$ cat config.mk
export PLATFORM = sky130hd
export DESIGN_NAME = rdq_queue
export DESIGN_NICKNAME = d
export VERILOG_FILES = /design/src/hdl/rdq_queue.sv
export SDC_FILE = /design/constraint.sdc
export NUM_CORES = 1
export LEC_CHECK = 0
export ABC_AREA = 1
export ABC_CLOCK_PERIOD_IN_PS = 2600
export CORE_AREA = 2 2 49 51
export DETAILED_ROUTE_END_ITERATION = 8
export DIE_AREA = 0 0 51 53
export DONT_BUFFER_PORTS = 1
export HOLD_SLACK_MARGIN = 0.15
export PLACE_DENSITY = 0.52
export SLEW_MARGIN = 15
export SYNTH_ARGS = -nofsm -noshare
export SYNTH_HDL_FRONTEND = slang
export SYNTH_SLANG_ARGS = --single-unit
$ cat constraint.sdc
create_clock -name clk -period 2.6 [get_ports clk]
set_clock_uncertainty 0.15 [all_clocks]
set_input_delay 0.26 -clock clk [delete_from_list [all_inputs] [get_ports clk]]
set_output_delay 0.26 -clock clk [all_outputs]
set_load 0.01 [all_outputs]
$ cat src/hdl/rdq_queue.sv
module rdq_queue #(
	parameter int W = 8
) (
	input  logic         clk,
	input  logic         arst_n,
	input  logic         push,
	input  logic [W-1:0] din,
	input  logic         pop,
	output logic [W-1:0] dout,
	output logic         empty,
	output logic         full
);

	logic [W-1:0] slot_q [2];
	logic         wptr_q, rptr_q;
	logic [1:0]   cnt_q;

	assign empty = (cnt_q == 2'd0);
	assign full  = (cnt_q == 2'd2);
	assign dout  = slot_q[rptr_q];

	always_ff @(posedge clk) begin
		if (push) begin
			slot_q[wptr_q] <= din;
		end
	end

	always_ff @(posedge clk or negedge arst_n) begin
		if (!arst_n) begin
			wptr_q <= 1'b0;
			rptr_q <= 1'b0;
			cnt_q  <= 2'd0;
		end else begin
			if (push) begin
				wptr_q <= ~wptr_q;
			end
			if (pop) begin
				rptr_q <= ~rptr_q;
			end
			cnt_q <= cnt_q + {1'b0, push} - {1'b0, pop};
		end
	end

endmodule

==> results of run 1 <==
layout by cell type, fill, tap and decap left out:
master / count
ha_1: 2
dfrtp_1: 4
clkinv_1: 1
nand2_1: 14
clkbuf_4: 3
edfxtp_1: 16
o21ai_0: 5
inv_1: 15
nor2_1: 3
xor2_1: 2
dlygate4sd3_1: 12
o21ai_2: 3
nand3_1: 1
kinds of logic after synthesis:
family	count (synthesis)	synth area share
AOI/OAI and AO/OA	8	0.0617
buffers and inverters	17	0.105
DFF	20	0.699
and+or+nand+nor	18	0.0828
xor gates and xnor gates	2	0.0211
adders and majority gates	2	0.0301
area by class of cell:
cell class,instances,share of cell area
inverter,15,0.0574
sequential,20,0.592
clock buffer,3,0.0230
tap,28,0.0357
clock inverter,1,0.00383
multi-input combinational,30,0.166
timing repair buffer,12,0.122
state kept, by name, indices dropped and copies added (netlist names):
signal	flops
wptr_q	1
slot_q	16
cnt_q	2
rptr_q	1
power by group through the flow:
stage | logic, W | registers (W) | clock network, W
floorplan | 0.000269 | 0.000467 | 0
global placement | 0.000215 | 0.000508 | 0
detailed placement | 0.000223 | 0.000510 | 0
CTS | 0.000243 | 0.000504 | 0.000154
global route | 0.000278 | 0.000518 | 0.000161
finish | 0.000234 | 0.000502 | 0.000148
stage by stage:
step | std cells | total power (W) | hold slack [ns] | util
CTS | 109 | 0.000901 | 0.175 | 0.457
global route | 109 | 0.000956 | 0.207 | 0.457
global placement | 93 | 0.000723 | -0.185 | 0.388
floorplan | 67 | 0.000736 | -0.186 | -
detailed placement | 93 | 0.000733 | -0.185 | 0.388
finish | 109 | 0.000884 | 0.177 | 0.457
what timing repair did:
action                                  4_1_cts  5_1_grt
hold buffers                                 12        0
endpoints found under the hold margin        24        0
setup buffers                                 0        0
endpoints found under the setup margin        0        0
resized for setup                             0        0
layer usage:
metal	track usage	share of wire
met5	0	0
met4	0.0946	0.025
met3	0.0226	0.047
met2	0.188	0.51
met1	0.126	0.42
worst max path at each step:
stage	start	endpoint	slack [ns]
floorplan	wptr_q$_DFFE_PN0P_	slot_q[0][0]$_DFFE_PP_	1.31
global route	rptr_q$_DFFE_PN0P_	dout[7]	0.76
CTS	rptr_q$_DFFE_PN0P_	dout[7]	0.84
global placement	wptr_q$_DFFE_PN0P_	slot_q[0][0]$_DFFE_PP_	1.14
detailed placement	wptr_q$_DFFE_PN0P_	slot_q[0][0]$_DFFE_PP_	1.14
finish	rptr_q$_DFFE_PN0P_	dout[1]	0.86
==> results.py, run 1 <==
metrics = {
    "outcome": {
        "status": "completed",
    },
    "critical_path": {
        "r2r_cells": 1,
        "cpPeakStageDelay_ns": 0.60,
        "cp.arrival_ns": 1.33,
        "crit_cells": 1,
        "cp_num_buf_inv": 0,
        "rr_startpoint": "wptr_q$_DFFE_PN0P_",
        "cp-start-kind": "flop",
        "cp_top_family": "flip-flops",
        "reg2reg_slack_ns": 1.15,
        "worstPathRequired_ns": 2.19,
        "worstPathMaxFanout": 17,
        "cp_slowest_cell": "dfrtp_1",
        "worstSetupEndpointType": "output pin",
        "critical_path_class": "reg -> out",
        "reg2reg_to": "slot_q[0][1]$_DFFE_PP_",
        "cp_cell_sequence": "o21ai_0",
    },
    "pwr": {
        "p_leak_nw": 0.421,
        "p_clk_frac": 0.167,
        "seqPwrFrac": 0.568,
        "intPower_w": 0.000569,
        "p_sw_frac": 0.356,
        "comb_power_share": 0.265,
        "ir_drop_v": 0.000481,
        "p_sw_w": 0.000315,
        "p_per_area_nw_per_um2": 901,
    },
    "clock_tree": {
        "cts_buffers": 3,
        "cts_max_path_buffers": 2,
        "clkTransAtPathRegs_ns": 0.11,
        "cts-root-buf": "clkbuf_4",
        "clock_sinks": 20,
        "cts_tree": "yes",
        "clk_latency_ns": 0.30,
        "htreeDepth": 1,
    },
    "final_layout": {
        "drive_above_1_share": 0.0741,
        "diodes": 0,
        "nFillCells": 210,
        "fin_nets": 96,
        "ff_latch_area_um2": 581,
        "fin_area_um2": 981,
        "areaGrowthSynthToFinish_pct": 18.1,
        "multiInputGateArea_um2": 163,
    },
    "floorplanning": {
        "io_pins": 22,
        "initial_core_util": 0.387,
        "die_y_um": 53,
        "core_area_um2": 2150,
        "die_w_um": 51,
        "rows": 17,
        "die_area_um2": 2700,
    },
    "placement": {
        "dp_slack_ns": 1.14,
        "hpwlAfterDp_um": 794,
        "port_buffers": 0,
        "place_area_um2": 835,
        "place_congestion": 0.616,
    },
    "drt": {
        "viasPerCell": 4.31,
        "dr.pass1.iters": 4,
        "wl_per_cell_um": 11.4,
        "wirelength_um": 1240,
        "drtAntennaViolNets": 0,
        "post-route-drc-count": 0,
        "vias": 470,
        "drtIter0Drc": 4,
    },
    "logic_synthesis": {
        "seq_area_frac_synth": 0.699,
        "ys_ff_latch": 20,
        "synth_area_um2": 831,
        "synth_async_sr_flop_share": 0.200,
        "ys_types": 12,
        "yosysMostFrequentCell": "edfxtp_1",
        "synth-edff-count": 16,
        "syn_inst": 67,
        "yosys.area.top_type_share": 0.578,
        "synth_flop_cell": "edfxtp_1",
        "yosys.area.top_type": "edfxtp_1",
        "yosys_warnings": 0,
        "synthTopCellsByArea": "edfxtp_1 (58%), dfrtp_1 (12%), inv_1 (6.8%), nand2_1 (6.3%), o21ai_2 (3.2%)",
        "synth_commonest_cells": "edfxtp_1 (16), inv_1 (15), nand2_1 (14)",
        "syn_area_per_cell_um2": 12.4,
        "syn-num-nets": 81,
    },
    "sta": {
        "tightest_slew_ns": 0.651,
        "hold_viol": 0,
        "finalCriticalPeriod_ns": 1.74,
        "slew_violations": 0,
        "fmax_mhz": 576,
        "fin_tns_setup_ns": 0,
        "post-route-period-util": 0.668,
        "grt_setup_unrepaired": "no",
        "setup_viol": 0,
        "slew_headroom": 0.565,
        "fin_ws_ns": 0.863,
    },
    "grt": {
        "grt_pass1_vias": 498,
        "antenna_found_initial": 0,
        "grt_use_total": 0.114,
        "grt-ovfl-total": 0,
        "grt_pass1_wl_um": 2130,
        "grt_max_degree": 18,
    },
    "flow_run": {
        "cap_violations": 0,
    },
    "hold_path": {
        "whs_path_depth": 2,
        "hp-class": "in -> reg",
        "min_from": "push",
        "hold_path_end": "slot_q[0][2]$_DFFE_PP_",
    },
}
Power figures use the tool's default switching activity.
==> inputs of run 2 (changes only) <==
- ABC_AREA: 1 -> 0
- ABC_CLOCK_PERIOD_IN_PS: 2600 -> 1410
- CORE_AREA: 2 2 49 51 -> 2 2 48 50
- DIE_AREA: 0 0 51 53 -> 0 0 50 52
- PLACE_DENSITY: 0.52 -> 0.54
- clock period: 2.6 -> 1.41 ns (I/O delays scaled with it)
==> run 2 against run 1 <==
Effect of this change:
- the run now ends with negative setup slack left
- via count decreased by 17%
- final cell count decreased by 18%
- cell area increased by 7.9%
- global-route usage decreased by 0.86 points
- non-clock buffer count increased by 6
- sequential cell count unchanged
- critical path depth increased by 1
- sequential share of layout area decreased by 4.2 points
- clock power increased to 3.1 times the previous value
- largest cell class unchanged
- largest power group unchanged
- highest routed layer is now met3
==> results.py, run 2 <==
metrics = {
    "outcome": {
        "status": "complete, but fails checks",
        "violations": "negative setup slack",
    },
    "sta": {
        "fmax_mhz": 683,
        "slew_violations": 0,
        "slew_headroom": 0.743,
        "finalCriticalPeriod_ns": 1.46,
        "grt_setup_unrepaired": "yes",
        "setup_viol": 8,
        "post-route-period-util": 1.04,
        "fin_ws_ns": -0.0534,
        "hold_viol": 0,
        "tightest_slew_ns": 0.385,
    },
    "grt": {
        "grt_pass1_vias": 471,
        "antenna_found_initial": 0,
        "grt-ovfl-total": 0,
        "grt_pass1_wl_um": 1980,
        "grt_max_degree": 13,
        "grt_use_total": 0.105,
    },
    "logic_synthesis": {
        "synth_area_um2": 808,
        "yosys.area.top_type_share": 0.594,
        "yosysMostFrequentCell": "edfxtp_1",
        "synth_flop_cell": "edfxtp_1",
        "syn_area_per_cell_um2": 20.2,
        "yosys.area.top_type": "edfxtp_1",
        "synth-edff-count": 16,
        "seq_area_frac_synth": 0.718,
        "synth_commonest_cells": "edfxtp_1 (16), mux2_4 (8), dfrtp_1 (4)",
        "yosys_warnings": 0,
        "ys_ff_latch": 20,
        "ys_types": 11,
        "synthTopCellsByArea": "edfxtp_1 (59%), mux2_4 (15%), dfrtp_1 (12%), ha_1 (3.1%), xor3_1 (2.9%)",
        "syn_inst": 40,
        "syn-num-nets": 54,
        "synth_async_sr_flop_share": 0.200,
    },
    "final_layout": {
        "areaGrowthSynthToFinish_pct": 31.0,
        "final_common_cell": "edfxtp_1",
        "multiInputGateArea_um2": 209,
        "drive_above_1_share": 0.311,
        "fin_util": 0.503,
        "regMostFlops": "slot_q",
        "diodes": 0,
        "largest_register_ffs": 16,
        "reg.largest.list": "slot_q (16), cnt_q (2)",
        "nFillCells": 179,
        "ff_latch_area_um2": 582,
        "mostFrequentLayoutCells": "edfxtp_1 (16), dlygate4sd3_1 (12), mux2_4 (8)",
        "fin_nets": 76,
    },
    "clock_tree": {
        "cts-root-buf": "clkbuf_4",
        "cts_max_path_buffers": 2,
        "clkTransAtPathRegs_ns": 0.11,
        "clock_sinks": 20,
        "clk_latency_ns": 0.29,
        "htreeDepth": 1,
        "cts_tree": "yes",
        "cts_buffers": 3,
    },
    "floorplanning": {
        "die_w_um": 50,
        "die_y_um": 52,
        "die_area_um2": 2600,
        "rows": 17,
        "initial_core_util": 0.384,
        "io_pins": 22,
        "core_area_um2": 2110,
    },
    "critical_path": {
        "worstPathMaxFanout": 5,
        "cp-start-kind": "flop",
        "cp.arrival_ns": 1.17,
        "worstSetupEndpointType": "output pin",
        "worstPathRequired_ns": 1.12,
        "critical_path_class": "reg -> out",
    },
    "drt": {
        "drtAntennaViolNets": 0,
        "drtIter0Drc": 0,
        "viasPerCell": 4.37,
        "wl_per_cell_um": 13.4,
        "wirelength_um": 1190,
        "dr.pass1.iters": 1,
        "vias": 389,
        "post-route-drc-count": 0,
    },
    "placement": {
        "place_congestion": 0.659,
        "port_buffers": 0,
        "dp_slack_ns": 0.00507,
    },
    "pwr": {
        "p_per_area_nw_per_um2": 1920,
        "p_leak_nw": 0.430,
        "ir_drop_v": 0.00111,
    },
    "flow_run": {
        "cap_violations": 0,
    },
    "hold_path": {
        "hp-class": "in -> reg",
    },
}
run 2: report_power, final:
group          switching (W)  internal (W)
clock network       0.000166      0.000287
registers          0.0000683      0.000806
logic               0.000300      0.000403
run 2: routing by layer:
layer,vias to the layer above,track usage,part of all wire
met1,190,0.0913,0.36
li1,188,-,-
met2,11,0.224,0.59
met5,-,0,0
met3,0,0.0230,0.045
met4,0,0.0417,0
run 2: final cells by class:
cell class                 count  area share
clock buffer                   3      0.0213
clock inverter                 1      0.0284
inverter                       2     0.00709
multi-input combinational     17       0.197
sequential                    20       0.550
tap                           28      0.0331
timing repair buffer          18       0.163
run 2: kinds of logic after synthesis:
group | share of synthesized area
buf+inv | 0.0232
mux | 0.149
xor+xnor | 0.0511
simple gates | 0.0279
flops | 0.718
fa+ha+maj | 0.0310
run 2: through the flow:
step           power (W)  cells  TNS [ns]  hold slack [ns]  instance area [um^2]
6_report         0.00203     89    -0.376            0.175                  1060
5_1_grt          0.00214     89    -0.713            0.186                  1060
4_1_cts          0.00204     88    -0.484            0.179                  1050
3_5_place_dp     0.00144     68         0           -0.305                   840
3_3_place_gp     0.00140     68         0           -0.304                   840
2_1_floorplan    0.00136     40         0           -0.305                   808
run 2: worst max-delay path, stage by stage, from the launching register on:
cell and delay (ns):
dfrtp_2 0.43, buf_6 0.14, mux2_4 0.31
run 2: worst paths after layout:
check	slack (ns)	end	from	depth (start not counted)
min	0.17	slot_q[1][6]$_DFFE_PP_	push	1
max	-0.05	dout[0]	rptr_q$_DFFE_PN0P_	2
max reg2reg	0.02	cnt_q[1]$_DFF_PN0_	cnt_q[0]$_DFF_PN0_	5
max in group asynchronous	0.43	rptr_q$_DFFE_PN0P_	arst_n	2
min in group asynchronous	0.49	wptr_q$_DFFE_PN0P_	arst_n	2
min reg2reg	0.35	wptr_q$_DFFE_PN0P_	wptr_q$_DFFE_PN0P_	1
run 2: timing repair:
| action | CTS | global route |
|---|---|---|
| endpoints found under the setup margin | 9 | 9 |
| hold buffers | 12 | 0 |
| endpoints found under the hold margin | 32 | 0 |
| buffers inserted | 4 | 1 |
| pin swaps | 0 | 1 |
| resized for setup | 4 | 0 |
==> inputs of run 3 (changes only) <==
- CORE_AREA: 2 2 48 50 -> 2 2 43 45
- DIE_AREA: 0 0 50 52 -> 0 0 45 47
- PLACE_DENSITY: 0.54 -> 0.66
==> run 3 against run 2 <==
Effect of this change:
- the flow still finishes with violations (negative setup slack)
- final cell count down 11%
- non-clock buffer count up 1
- hold slack better by 0.0020 ns
- setup slack worse by 0.0080 ns
- combinational power up 3.8%
- core utilization up 12 points
- critical endpoint is now dout[6]
==> results.py, run 3 (synthesis results as in run 2) <==
metrics = {
    "grt": {
        "grt_max_degree": 12,
        "grt_use_total": 0.141,
        "grt-ovfl-total": 0,
        "antenna_found_initial": 0,
        "grt_pass1_vias": 412,
        "grt_pass1_wl_um": 1870,
    },
    "pwr": {
        "p_per_area_nw_per_um2": 1850,
        "p_leak_nw": 0.428,
        "ir_drop_v": 0.00107,
    },
    "placement": {
        "port_buffers": 0,
        "placedCellCount": 58,
        "hpwlAfterDp_um": 854,
        "place_congestion": 0.691,
    },
    "final_layout": {
        "drive_above_1_share": 0.323,
        "areaGrowthSynthToFinish_pct": 28.2,
        "mostFrequentLayoutCells": "edfxtp_1 (16), dlygate4sd3_1 (12), mux2_4 (8)",
        "multiInputGateArea_um2": 209,
        "regMostFlops": "slot_q",
        "final_common_cell": "edfxtp_1",
        "reg.largest.list": "slot_q (16), cnt_q (2)",
        "ff_latch_area_um2": 582,
        "diodes": 0,
        "fin_util": 0.627,
        "finalNonFillerCells": 79,
        "largest_register_ffs": 16,
        "nFillCells": 133,
        "fin_nets": 77,
    },
    "drt": {
        "post-route-drc-count": 0,
        "wirelength_um": 1240,
        "dr.pass1.iters": 4,
        "wl_per_cell_um": 15.7,
        "drtIter0Drc": 5,
        "vias": 398,
        "viasPerCell": 5.04,
        "drtAntennaViolNets": 0,
    },
    "clock_tree": {
        "cts_tree": "yes",
        "cts-root-buf": "clkbuf_4",
        "cts_max_path_buffers": 2,
        "clkTransAtPathRegs_ns": 0.10,
        "clock_sinks": 20,
        "htreeDepth": 1,
        "clk_latency_ns": 0.29,
        "cts_buffers": 3,
    },
    "sta": {
        "grt_setup_unrepaired": "yes",
        "tightest_slew_ns": 0.388,
        "post-route-period-util": 1.04,
        "setup_viol": 8,
        "slew_headroom": 0.741,
        "slew_violations": 0,
        "hold_viol": 0,
        "fmax_mhz": 680,
        "finalCriticalPeriod_ns": 1.47,
        "fin_ws_ns": -0.0614,
    },
    "critical_path": {
        "cpPeakStageDelay_ns": 0.43,
        "cp_top_family": "flip-flops",
        "cp-start-kind": "flop",
        "cp.arrival_ns": 1.18,
        "worstPathRequired_ns": 1.12,
        "cp_slowest_cell": "dfrtp_2",
        "rr_startpoint": "cnt_q[0]$_DFF_PN0_",
        "worstSetupEndpointType": "output pin",
        "worstPathMaxFanout": 5,
        "critPathLaunch": "rptr_q$_DFFE_PN0P_",
        "cp_cell_sequence": "buf_6 -> mux2_4",
        "critical_path_class": "reg -> out",
        "cp_num_buf_inv": 1,
    },
    "floorplanning": {
        "die_area_um2": 2120,
        "die_y_um": 47,
        "rows": 15,
        "die_w_um": 45,
        "initial_core_util": 0.489,
        "io_pins": 22,
        "core_area_um2": 1650,
    },
    "hold_path": {
        "hp-class": "in -> reg",
        "min_from": "push",
    },
    "outcome": {
        "violations": "negative setup slack",
        "status": "complete, but fails checks",
    },
    "flow_run": {
        "cap_violations": 0,
    },
}
## run 3: changes by cell type in the layout (fill, tap and decap cells not counted)
cell	delta
bufinv_16	-1
clkbuf_8	+1
buf_4	+1
## run 3: path summary, 6_finish.rpt
path	endpoint	slack, ns	cells past startpoint
worst max-delay path	dout[6]	-0.06	2
worst min-delay path	slot_q[1][1]$_DFFE_PP_	0.18	1
worst max register to register	cnt_q[1]$_DFF_PN0_	0.03	5
worst min register to register	wptr_q$_DFFE_PN0P_	0.37	1
max in group asynchronous	rptr_q$_DFFE_PN0P_	0.44	2
min in group asynchronous	cnt_q[0]$_DFF_PN0_	0.49	2
## run 3: cell type report
class,count,area share
sequential,20,0.562
tap,17,0.0205
clock buffer,4,0.0350
timing repair buffer,19,0.174
inverter,2,0.00725
multi-input combinational,17,0.202
## run 3: worst reg2reg max path, cell delays in order (launching register included)
cell	delay [ns]
dfrtp_1	0.36
inv_1	0.05
ha_1	0.28
inv_1	0.06
ha_1	0.14
xor3_1	0.22
## run 3: repair_timing
action,in CTS,in global routing
setup endpoints to repair,8,9
hold buffers,12,0
buffers inserted,4,1
resized for setup,4,0
pin swaps,0,1
hold endpoints to repair,27,0
## run 3: routing by layer
layer / share of wire / global-route usage / vias up
met5: 0 / 0 / -
met4: 0.011 / 0.0824 / 0
met3: 0.059 / 0.0577 / 2
met2: 0.56 / 0.240 / 17
met1: 0.37 / 0.148 / 189
li1: - / - / 190
## run 3: through the flow
step,hold WS (ns),setup slack [ns],power [W],TNS [ns],instance area [um^2]
finish,0.177,-0.0614,0.00192,-0.393,1040
global route,0.176,-0.103,0.00203,-0.802,1040
CTS,0.176,-0.0638,0.00191,-0.410,1030
detailed placement,-0.304,0.0411,0.00145,0,833
global placement,-0.304,0.0895,0.00141,0,833
floorplan,-0.305,0.0983,0.00136,0,808
## run 3: power breakdown
| part | switching [W] | internal (W) | total, W |
|---|---|---|---|
| Clock | 0.000154 | 0.000157 | 0.000311 |
| Combinational | 0.000317 | 0.000412 | 0.000729 |
| Sequential | 0.0000698 | 0.000806 | 0.000876 |
