--- config.mk ---
export PLATFORM = sky130hd
export DESIGN_NAME = rdq_front
export DESIGN_NICKNAME = d
export VERILOG_FILES = /design/src/hdl/rdq_pkg.sv /design/src/hdl/rdq_front.sv
export SDC_FILE = /design/constraint.sdc
export NUM_CORES = 1
export LEC_CHECK = 0
export BUFFER_PORTS_ARGS = -buffer_cell sky130_fd_sc_hd__buf_4
export CAP_MARGIN = 10
export CORE_MARGIN = 3
export CORE_UTILIZATION = 52
export DETAILED_ROUTE_END_ITERATION = 8
export PLACE_DENSITY = 0.77
export SYNTH_ARGS = -nofsm -noshare
export SYNTH_HDL_FRONTEND = slang
export SYNTH_SLANG_ARGS = --single-unit
export TNS_END_PERCENT = 1
--- constraint.sdc ---
create_clock -name clk -period 2.3 [get_ports clk]
set_input_delay 0 -clock clk [delete_from_list [all_inputs] [get_ports clk]]
set_output_delay 0 -clock clk [all_outputs]
set_load 0.02 [all_outputs]
--- src/hdl/rdq_pkg.sv ---
package rdq_pkg;

	localparam int DEPTH_DEF      = 1024;
	localparam int DATA_WIDTH_DEF = 16;
	localparam int REQ_W          = 3;
	localparam int STATUS_W       = 2;

	typedef enum logic [REQ_W-1:0] {
		REQ_CLEAR   = 3'd0,
		REQ_LOAD    = 3'd1,
		REQ_REVERSE = 3'd2,
		REQ_DELETE  = 3'd3,
		REQ_READ    = 3'd4
	} req_t;

	typedef enum logic [STATUS_W-1:0] {
		ST_OK    = 2'd0,
		ST_EMPTY = 2'd1,
		ST_ERROR = 2'd2,
		ST_FULL  = 2'd3
	} status_t;

	typedef enum logic [1:0] {
		MEM_NONE  = 2'd0,
		MEM_WRITE = 2'd1,
		MEM_READ  = 2'd2
	} mem_op_t;

	// classified request as handed from front to back
	typedef struct packed {
		mem_op_t op;
		status_t status;
		logic    last;
	} ctl_t;

	localparam int CTL_W = $bits(ctl_t);

endpackage

--- src/hdl/rdq_front.sv ---
module rdq_front #(
	parameter int DEPTH      = rdq_pkg::DEPTH_DEF,
	parameter int DATA_WIDTH = rdq_pkg::DATA_WIDTH_DEF,
	parameter int PW         = (DEPTH > 1) ? $clog2(DEPTH) : 1
) (
	input  logic                      clk,
	input  logic                      arst_n,
	input  logic                      accept,
	input  logic [rdq_pkg::REQ_W-1:0] req_type,
	input  logic [DATA_WIDTH-1:0]     value,
	output rdq_pkg::ctl_t             ctl,
	output logic [PW-1:0]             addr,
	output logic [DATA_WIDTH-1:0]     wdata
);

	localparam int CW = $clog2(DEPTH + 1);
	localparam logic [PW-1:0] LAST_IDX = PW'(DEPTH - 1);
	localparam logic [CW-1:0] FULL_CNT = CW'(DEPTH);
	localparam logic [CW-1:0] ONE_CNT  = CW'(1);

	logic [PW-1:0] front_q, front_n;
	logic [PW-1:0] back_q, back_n;
	logic [CW-1:0] count_q, count_n;
	logic          rev_q, rev_n;
	logic          err_q, err_n;
	logic [PW-1:0] front_inc, back_inc, back_dec;

	// back_q points at the next free slot, i.e. front + count wrapped
	assign front_inc = (front_q == LAST_IDX) ? '0 : front_q + 1'b1;
	assign back_inc  = (back_q == LAST_IDX) ? '0 : back_q + 1'b1;
	assign back_dec  = (back_q == '0) ? LAST_IDX : back_q - 1'b1;
	assign wdata     = value;

	always_comb begin
		front_n    = front_q;
		back_n     = back_q;
		count_n    = count_q;
		rev_n      = rev_q;
		err_n      = err_q;
		ctl.op     = rdq_pkg::MEM_NONE;
		ctl.status = rdq_pkg::ST_OK;
		ctl.last   = 1'b0;
		addr       = back_q;
		unique case (req_type) inside
			rdq_pkg::REQ_CLEAR: begin
				front_n = '0;
				back_n  = '0;
				count_n = '0;
				rev_n   = 1'b0;
				err_n   = 1'b0;
			end
			rdq_pkg::REQ_LOAD: begin
				if (err_q) begin
					ctl.status = rdq_pkg::ST_ERROR;
				end else if (count_q == FULL_CNT) begin
					ctl.status = rdq_pkg::ST_FULL;
				end else begin
					ctl.op  = rdq_pkg::MEM_WRITE;
					back_n  = back_inc;
					count_n = count_q + 1'b1;
				end
			end
			rdq_pkg::REQ_REVERSE: begin
				if (err_q) begin
					ctl.status = rdq_pkg::ST_ERROR;
				end else begin
					rev_n = ~rev_q;
				end
			end
			rdq_pkg::REQ_DELETE, rdq_pkg::REQ_READ: begin
				if (err_q) begin
					ctl.status = rdq_pkg::ST_ERROR;
				end else if (count_q == '0) begin
					if (req_type == rdq_pkg::REQ_DELETE) begin
						err_n      = 1'b1;
						ctl.status = rdq_pkg::ST_ERROR;
					end else begin
						ctl.status = rdq_pkg::ST_EMPTY;
					end
				end else begin
					// logical front is the physical back when reversed
					if (rev_q) begin
						addr   = back_dec;
						back_n = back_dec;
					end else begin
						addr    = front_q;
						front_n = front_inc;
					end
					count_n = count_q - 1'b1;
					if (req_type == rdq_pkg::REQ_READ) begin
						ctl.op   = rdq_pkg::MEM_READ;
						ctl.last = (count_q == ONE_CNT);
					end
				end
			end
			default: begin
				// unused codes change nothing, but still bounce on a set error flag
				if (err_q) begin
					ctl.status = rdq_pkg::ST_ERROR;
				end
			end
		endcase
	end

	always_ff @(posedge clk or negedge arst_n) begin
		if (!arst_n) begin
			front_q <= '0;
			back_q  <= '0;
			count_q <= '0;
			rev_q   <= 1'b0;
			err_q   <= 1'b0;
		end else if (accept) begin
			front_q <= front_n;
			back_q  <= back_n;
			count_q <= count_n;
			rev_q   <= rev_n;
			err_q   <= err_n;
		end
	end

endmodule

==> impl_metrics.ini, run 1 <==
[status]
status = finished clean

[clocking]
cts_root_buf = clkbuf_8
cts.sinks = 33
path_clk_slew_ps = 70
clk-insertion-delay-late_ps = 290
cts_buffer_depth = 2
htreeDepth = 2
cts_tree = yes
cts-buffers-inserted = 5

[final_layout]
final_area_um2 = 3530
fin_cells = 503
nets = 460
drive_gt1_share_pct = 20.6
final_util_pct = 62.3
nFillCells = 514
syn2layout_area_growth_pct = 12.8
insertedDiodeCount = 0

[global_route]
grt_pass1_vias = 3105
grt_pass1_wl_um = 14600
grt_use_total_pct = 24.7
grt_max_degree = 34
antenna_found_initial = 0
grt_remaining_overflow = 0
grt_busiest_layer = met2
grt.met2_usage_pct = 40.5
use_met1_pct = 31.5
met3_usage_pct = 4.64

[yosys]
syn_area_um2 = 3130
synth_top_area_share_pct = 26.4
ys_warn_count = 0
synth_top_area_cell = dfrtp_1
syn_nets = 454
ys.flop_type = dfrtp_1
ys_types = 62
synthArstFlopShare_pct = 100
synth_edf_count = 0
synthTopCellsByArea = dfrtp_1 26%, o21ai_0 6.5%, a21oi_1 5.0%, buf_4 4.1%, nand2_1 4.0%
yosysSeqAreaShare_pct = 26.4
synth_cells = 425
avgSynthCellArea_um2 = 7.37
ys_seq_elements = 33

[sta]
setup_ws_ps = 50.6
fmax_mhz = 445
drv_slew = 0
setup_tns_ps = 0
hold_violations = 0
rsz0062_at_grt = yes
setup_viol = 0
timing.final.crit_share_pct = 97.8
holdWs_ps = 0.00881
fin_skew_ps = 8.12
maxSlewHeadroom_pct = 50.1
fin_crit_ps = 2250
tightest_slew_ps = 746

[setup_path]
crit_type = register to output port
crit_fanout = 8
worstPathRequired_ps = 2300
r2r_cells = 10
end_kind = output port
cp-start-kind = register
crit_arrival_ps = 2250

[detailed_routing]
route.vias.total = 3385
drtPass1Iterations = 7
route.detailed.wl_per_inst_um = 18.1
wirelength_um = 9080
ant_nets = 0
first_iter_violations = 369
drc = 0
via_per_inst = 6.73

[die]
dieHeight_um = 83.6
dieArea_um2 = 6990
start_util_pct = 55.2
ioPinCount = 53
coreArea_um2 = 5680
rows = 27
die_w_um = 83.6

[placed_design]
place_congestion = 0.879
hpwl_um = 6110
postPlaceCellArea_um2 = 3320
dp_slack_ps = 79.3
place_inst = 491
portBuffers = 20

[power_and_ir_drop]
powerDensity_nw_per_um2 = 1030
irDropWorstVdd_mv = 0.658
p_leak_nw = 1.37
fin_total_pwr_mw = 3.65

[flow_run]
drv_cap = 0

[min_path]
hold_depth = 0
hp-class = input port to output port
-- cells in the final DEF, fill, tap and decap left out, drive strengths merged, types with 5 or more instances in the layout --
| cell | synthesis | final |
|---|---|---|
| nand4 | 9 | 9 |
| o21ai | 41 | 41 |
| clkbuf | 27 | 6 |
| nand3 | 24 | 24 |
| a31oi | 11 | 11 |
| nor2 | 27 | 27 |
| nor2b | 5 | 5 |
| buf | 29 | 54 |
| nor4 | 9 | 9 |
| a22oi | 5 | 5 |
| nand2b | 5 | 5 |
| a211oi | 6 | 6 |
| dfrtp | 33 | 33 |
| o22ai | 12 | 12 |
| a21oi | 31 | 31 |
| ha | 7 | 7 |
| inv | 14 | 14 |
| nor3 | 14 | 14 |
| nand2 | 33 | 33 |
| o31ai | 9 | 9 |
-- cell usage after synthesis, types with 3 or more instances --
library cell	count
o21ai_0	41
dfrtp_1	33
nand2_1	33
a21oi_1	31
clkbuf_1	27
nor2_1	27
nand3_1	24
buf_4	17
inv_1	14
nor3_1	14
o22ai_1	12
a31oi_1	11
buf_2	11
nand4_1	9
nor4_1	8
ha_1	7
o31ai_1	7
a211oi_1	6
a22oi_1	5
nand2b_1	5
nor2b_1	5
a311oi_1	4
and3_1	4
o21a_1	4
o32ai_1	4
or3_1	4
xnor2_1	4
nor3b_1	3
o22a_1	3
or2_2	3
or4_1	3
-- worst max-delay path, stage by stage (launching register included) --
cell and delay [ps]:
dfrtp_1 420, inv_2 70, ha_2 190, nor3b_1 140
buf_4 160, a31o_4 250, nor2_4 120, buf_6 160
o21ai_0 90, a22oi_1 180, buf_4 180
-- state kept, by name, indices dropped and copies added, names as in the netlist --
name,flops
count_q,11
back_q,10
err_q,1
rev_q,1
front_q,10
-- final timing paths --
kind                                         from  slack, ps                      to
setup / recovery           count_q[1]$_DFFE_PN0P_         50                 addr[2]
hold / removal                           value[7]      0.009                wdata[7]
setup reg to reg           count_q[1]$_DFFE_PN0P_        130   back_q[8]$_DFFE_PN0P_
hold reg to reg            front_q[7]$_DFFE_PN0P_        560  front_q[7]$_DFFE_PN0P_
max in group asynchronous                  arst_n       1760       rev_q$_DFFE_PN0P_
min in group asynchronous                  arst_n        210   back_q[8]$_DFFE_PN0P_
-- kinds of logic after synthesis --
kind of cell / after synthesis / share of synthesized area (%)
adder cells (fa/ha/maj): 7 / 2.80
buffers and inverters: 70 / 11.1
flip-flops: 33 / 26.4
AO/OA/AOI/OAI: 156 / 32.6
AND/OR/NAND/NOR: 153 / 25.4
multiplexers: 1 / 0.359
XOR/XNOR: 5 / 1.40
-- layer usage --
layer  share of wire [%]  routed length (µm)
met5                   0                   0
met3                 7.2                 656
met1                  43                3920
met2                  47                4260
met4                 2.7                 244
-- cell type report --
class,instances,area (µm²),area share [%]
multi-input cells,322,2060,58.3
clock inverters,1,7.51,0.212
repair buffers,55,417,11.8
inverters,14,52.6,1.49
flip-flops and latches,33,826,23.4
clock buffers,6,82.6,2.34
well taps,72,90.1,2.55
-- power by group --
part | leakage (nW) | internal, mW | total (mW) | switching [mW]
combinational | 0.880 | 0.949 | 2.28 | 1.33
clock | 0.0433 | 0.237 | 0.466 | 0.229
sequential | 0.443 | 0.715 | 0.907 | 0.192
-- timing repair --
| item | 4_1_cts | 5_1_grt |
|---|---|---|
| resized for setup | 5 | 16 |
| gates cloned | 0 | 1 |
| buffers inserted | 2 | 1 |
| hold buffers | 1 | 0 |
| endpoints found under the hold margin | 33 | 0 |
| pin swaps | 0 | 0 |
| endpoints found under the setup margin | 7 | 22 |
(Power assumes the default switching activity.)
==> run 2, diff against run 1 <==
CORE_UTILIZATION = 53   (was 52)
CTS_BUF_LIST = sky130_fd_sc_hd__clkbuf_2 sky130_fd_sc_hd__clkbuf_4 sky130_fd_sc_hd__clkbuf_8   (was default)
PLACE_DENSITY = 0.78   (was 0.77)
==> impl_metrics.ini, run 2 (synthesis results as in run 1) <==
[clocking]
cts-buffers-inserted = 5
clk-insertion-delay-late_ps = 290
path_clk_slew_ps = 70
cts_tree = yes
cts_buffer_depth = 2
cts.sinks = 33
htreeDepth = 2
cts_root_buf = clkbuf_8

[final_layout]
largest_reg_flops = 11
syn2layout_area_growth_pct = 14.0
regMostFlops = count_q
nets = 462
layout_commonest_cell = buf_4
insertedDiodeCount = 0
final_util_pct = 63.7
final_cell_mix = 53 x buf_4, 40 x o21ai_0, 33 x nand2_1, 33 x dfrtp_1, 31 x a21oi_1
drive_gt1_share_pct = 20.5
fin_cells = 506
nFillCells = 495
reg_top3 = count_q: 11 flops, back_q: 10 flops, front_q: 10 flops

[flow_run]
drv_cap = 0

[placed_design]
portBuffers = 20
place_congestion = 0.921
hpwl_um = 6350
place_inst = 493
dp_slack_ps = 65.7

[power_and_ir_drop]
power_switching_share_pct = 47.2
cell_internal_pwr_mw = 1.96
powerDensity_nw_per_um2 = 1040
seq_power_share_pct = 24.3
switchingPower_mw = 1.75
p_leak_nw = 1.39
irDropWorstVdd_mv = 0.724
p_clk_share_pct = 13.4
combinationalPowerShare_pct = 62.3

[setup_path]
max_stage_delay_ps = 430
crit_top_cell = a21oi_1
crit_type = register to output port
cpLargestDelayFamily = simple AND/OR/NAND/NOR gates
worstPathRequired_ps = 2300
slowest_stage = or3b_4
path_cells = inv_1 > ha_4 > or3b_4 > or3_4 > nand2_1 > a21oi_1 > a21oi_1 > buf_4
crit_arrival_ps = 2240
critical_path_buf_inv_count = 2
crit_fanout = 8
end_kind = output port
cp-start-kind = register

[detailed_routing]
route.detailed.wl_per_inst_um = 18.1
route.vias.total = 3416
ant_nets = 0
drc = 0
wirelength_um = 9160
first_iter_violations = 337
via_per_inst = 6.75
drtPass1Iterations = 5

[die]
coreArea_um2 = 5610
dieHeight_um = 82.9
ioPinCount = 53
rows = 27
start_util_pct = 55.9
die_w_um = 82.9
dieArea_um2 = 6870

[sta]
rsz0062_at_grt = yes
drv_slew = 0
timing.final.crit_share_pct = 97.6
hold_violations = 0
fin_crit_ps = 2240
setup_ws_ps = 55.5
tightest_slew_ps = 537
fin_skew_ps = 8.11
maxSlewHeadroom_pct = 64.2
fmax_mhz = 446
setup_viol = 0

[global_route]
antenna_found_initial = 0
grt_max_degree = 34
grt_remaining_overflow = 0
grt_pass1_wl_um = 14900
grt_pass1_vias = 3141
grt_use_total_pct = 25.6

[min_path]
hp-class = input port to output port

[status]
status = finished clean
run 2: timing repair:
| action | CTS | global route |
|---|---|---|
| buffers inserted | 0 | 3 |
| hold buffers | 1 | 0 |
| gates resized for setup | 6 | 15 |
| endpoints found under the setup margin | 10 | 28 |
| cloned | 0 | 1 |
| pin swaps | 0 | 1 |
| hold endpoints to repair | 33 | 0 |
run 2: power by group through the flow:
| stage | Sequential (mW) | Combinational, mW | Clock (mW) |
|---|---|---|---|
| 6_report | 0.900 | 2.31 | 0.498 |
| 5_1_grt | 0.921 | 2.49 | 0.542 |
| 3_3_place_gp | 0.886 | 2.02 | 0 |
| 2_1_floorplan | 0.806 | 1.50 | 0 |
| 3_5_place_dp | 0.894 | 2.06 | 0 |
| 4_1_cts | 0.885 | 2.10 | 0.514 |
run 2: layout make-up:
class                      instances  area, µm²  area share, %
timing repair buffer              57        442           12.4
clock buffer                       7       96.3           2.70
inverter                          14       52.6           1.47
tap                               72       90.1           2.52
sequential                        33        826           23.1
clock inverter                     1       5.00          0.140
multi-input combinational        322       2060           57.7
run 2: worst register-to-register path, stage by stage, from the launching register on:
cell	delay, ps
dfrtp_1	420
inv_2	80
ha_4	170
nor3b_4	150
buf_6	140
a311oi_1	270
o2111ai_2	270
buf_4	280
o21ai_0	180
o21ai_0	100
run 2: path summary, 6_finish.rpt:
check                      slack [ps]                      to  cells after the start                   start
min                             0.009                wdata[8]                      0                value[8]
max in group asynchronous        1770   back_q[1]$_DFFE_PN0P_                      2                  arst_n
max                                60                 addr[6]                      8   back_q[1]$_DFFE_PN0P_
min in group asynchronous         200  front_q[1]$_DFFE_PN0P_                      2                  arst_n
min reg2reg                       560  front_q[4]$_DFFE_PN0P_                      1  front_q[4]$_DFFE_PN0P_
max reg2reg                       110   back_q[5]$_DFFE_PN0P_                      9  count_q[1]$_DFFE_PN0P_
run 2: per-layer routing:
layer / GRT usage [%] / vias up / part of all wire, %
met5: 0 / - / 0
met1: 32.1 / 1599 / 41
met4: 10.8 / 0 / 2.7
met3: 4.46 / 31 / 7.9
met2: 43.2 / 187 / 48
li1: - / 1599 / -
run 2: through the flow:
step / hold slack [ps] / total power, mW / setup TNS, ps / area, µm²
finish: 0.00881 / 3.71 / 0 / 3570
CTS: 0.137 / 3.50 / -132 / 3460
floorplan: -296 / 2.31 / 0 / 3150
global route: 0.0263 / 3.96 / -72.9 / 3570
detailed placement: -16.5 / 2.96 / 0 / 3330
global placement: -17.8 / 2.90 / 0 / 3330
==> run 3, diff against run 2 <==
CORE_UTILIZATION = 50   (was 53)
PLACE_DENSITY = 0.74   (was 0.78)
clock period = 1.93 ns   (was 2.3 ns; I/O delays follow)
==> impl_metrics.ini, run 3 (synthesis results as in run 1) <==
[detailed_routing]
route.detailed.wl_per_inst_um = 18.1
route.vias.total = 3559
drtPass1Iterations = 5
wl_met3_um = 558
wl_met2_um = 4880
via_per_inst = 6.55
top_layer = met4
drc = 0
first_iter_violations = 313
ant_nets = 0
wl_met1_um = 4160
wirelength_um = 9830

[sta]
tightest_slew_ps = 458
hold_violations = 0
setup_tns_ps = -2400
fin_crit_ps = 2170
maxSlewHeadroom_pct = 69.5
fmax_mhz = 461
rsz0062_at_grt = yes
fin_skew_ps = 8.70
setup_viol = 18
timing.final.crit_share_pct = 112
drv_slew = 0
setup_ws_ps = -238

[placed_design]
place_congestion = 0.928
dp_slack_ps = -135
portBuffers = 20
place_inst = 533
hpwl_um = 6930

[final_layout]
layout_commonest_cell = buf_4
reg_top3 = count_q: 11 flops, back_q: 10 flops, front_q: 10 flops
regMostFlops = count_q
insertedDiodeCount = 0
drive_gt1_share_pct = 32.1
final_cell_mix = 84 x buf_4, 33 x o21ai_0, 33 x nand2_1
nets = 496
syn2layout_area_growth_pct = 25.8
fin_cells = 543
largest_reg_flops = 11

[power_and_ir_drop]
combinationalPowerShare_pct = 65.6
power_switching_share_pct = 47.8
seq_power_share_pct = 22.8
fin_total_pwr_mw = 4.75
p_leak_nw = 1.57
cell_internal_pwr_mw = 2.48
irDropWorstVdd_mv = 0.840
switchingPower_mw = 2.27
p_clk_share_pct = 11.7
powerDensity_nw_per_um2 = 1210

[clocking]
cts_root_buf = clkbuf_8
cts-buffers-inserted = 5
htreeDepth = 2
clk-insertion-delay-late_ps = 300
path_clk_slew_ps = 80
cts_buffer_depth = 2
cts.sinks = 33
cts_tree = yes

[die]
dieHeight_um = 85.2
coreArea_um2 = 5990
dieArea_um2 = 7250
start_util_pct = 52.3
ioPinCount = 53
rows = 28
die_w_um = 85.2

[global_route]
grt_pass1_vias = 3368
grt_remaining_overflow = 0
grt_pass1_wl_um = 16200
grt_use_total_pct = 26.9
grt_max_degree = 34
antenna_found_initial = 0

[status]
violations = setup timing
status = complete, but fails checks

[setup_path]
crit_type = register to output port
crit_fanout = 4
crit_arrival_ps = 2170
worstPathRequired_ps = 1930
cp-start-kind = register
end_kind = output port

[min_path]
hp-class = input port to output port

[flow_run]
drv_cap = 0
run 3: worst paths after layout:
check,start,endpoint,slack [ps],depth (start not counted)
min in group asynchronous,arst_n,back_q[8]$_DFFE_PN0P_,190,2
setup reg to reg,count_q[0]$_DFFE_PN0P_,back_q[2]$_DFFE_PN0P_,-100,9
hold reg to reg,front_q[0]$_DFFE_PN0P_,front_q[0]$_DFFE_PN0P_,560,1
max in group asynchronous,arst_n,back_q[0]$_DFFE_PN0P_,1390,2
hold / removal,value[9],wdata[9],0.007,0
setup / recovery,back_q[1]$_DFFE_PN0P_,addr[6],-240,7
run 3: critical path, cell delays in order, from the launching register on:
cell     delay (ps)
dfrtp_2         450
inv_4            70
ha_4            120
or3b_4          380
or3_4           370
o32ai_4         220
a21oi_2          80
buf_4           160
run 3: stage by stage:
step	hold slack, ps	cell area (µm²)	utilization (%)
6_report	0.00723	3940	65.8
5_1_grt	0.0293	3940	65.8
4_1_cts	0.137	3810	63.5
3_5_place_dp	-17.6	3660	61.2
3_3_place_gp	-18.3	3660	61.2
2_1_floorplan	-296	3200	-
run 3: area by class of cell:
type	instances	area (µm²)
clock buffers	5	68.8
clock inverters	3	17.5
fillers	508	2050
inverters	14	57.6
multi-input cells	322	2160
flip-flops and latches	33	830
well taps	75	93.8
repair buffers	91	717
run 3: power by group through the flow:
stage               registers (mW)  clock network (mW)  logic, mW
finish                        1.08               0.554       3.12
global route                  1.11               0.584       3.36
CTS                           1.07               0.557       2.88
detailed placement            1.08                   0       2.79
global placement              1.07                   0       2.74
floorplan                    0.966                   0       1.86
run 3: timing repair:
action,4_1_cts,5_1_grt
hold endpoints to repair,33,0
gates cloned,0,0
pin swaps,0,4
buffers inserted,1,0
hold buffers,1,0
gates resized for setup,9,38
endpoints found under the setup margin,29,43
run 3: routing by layer:
metal,GRT usage (%),up-vias
li1,-,1672
met4,10.2,0
met1,34.7,1713
met5,0,-
met2,45.0,149
met3,4.37,25
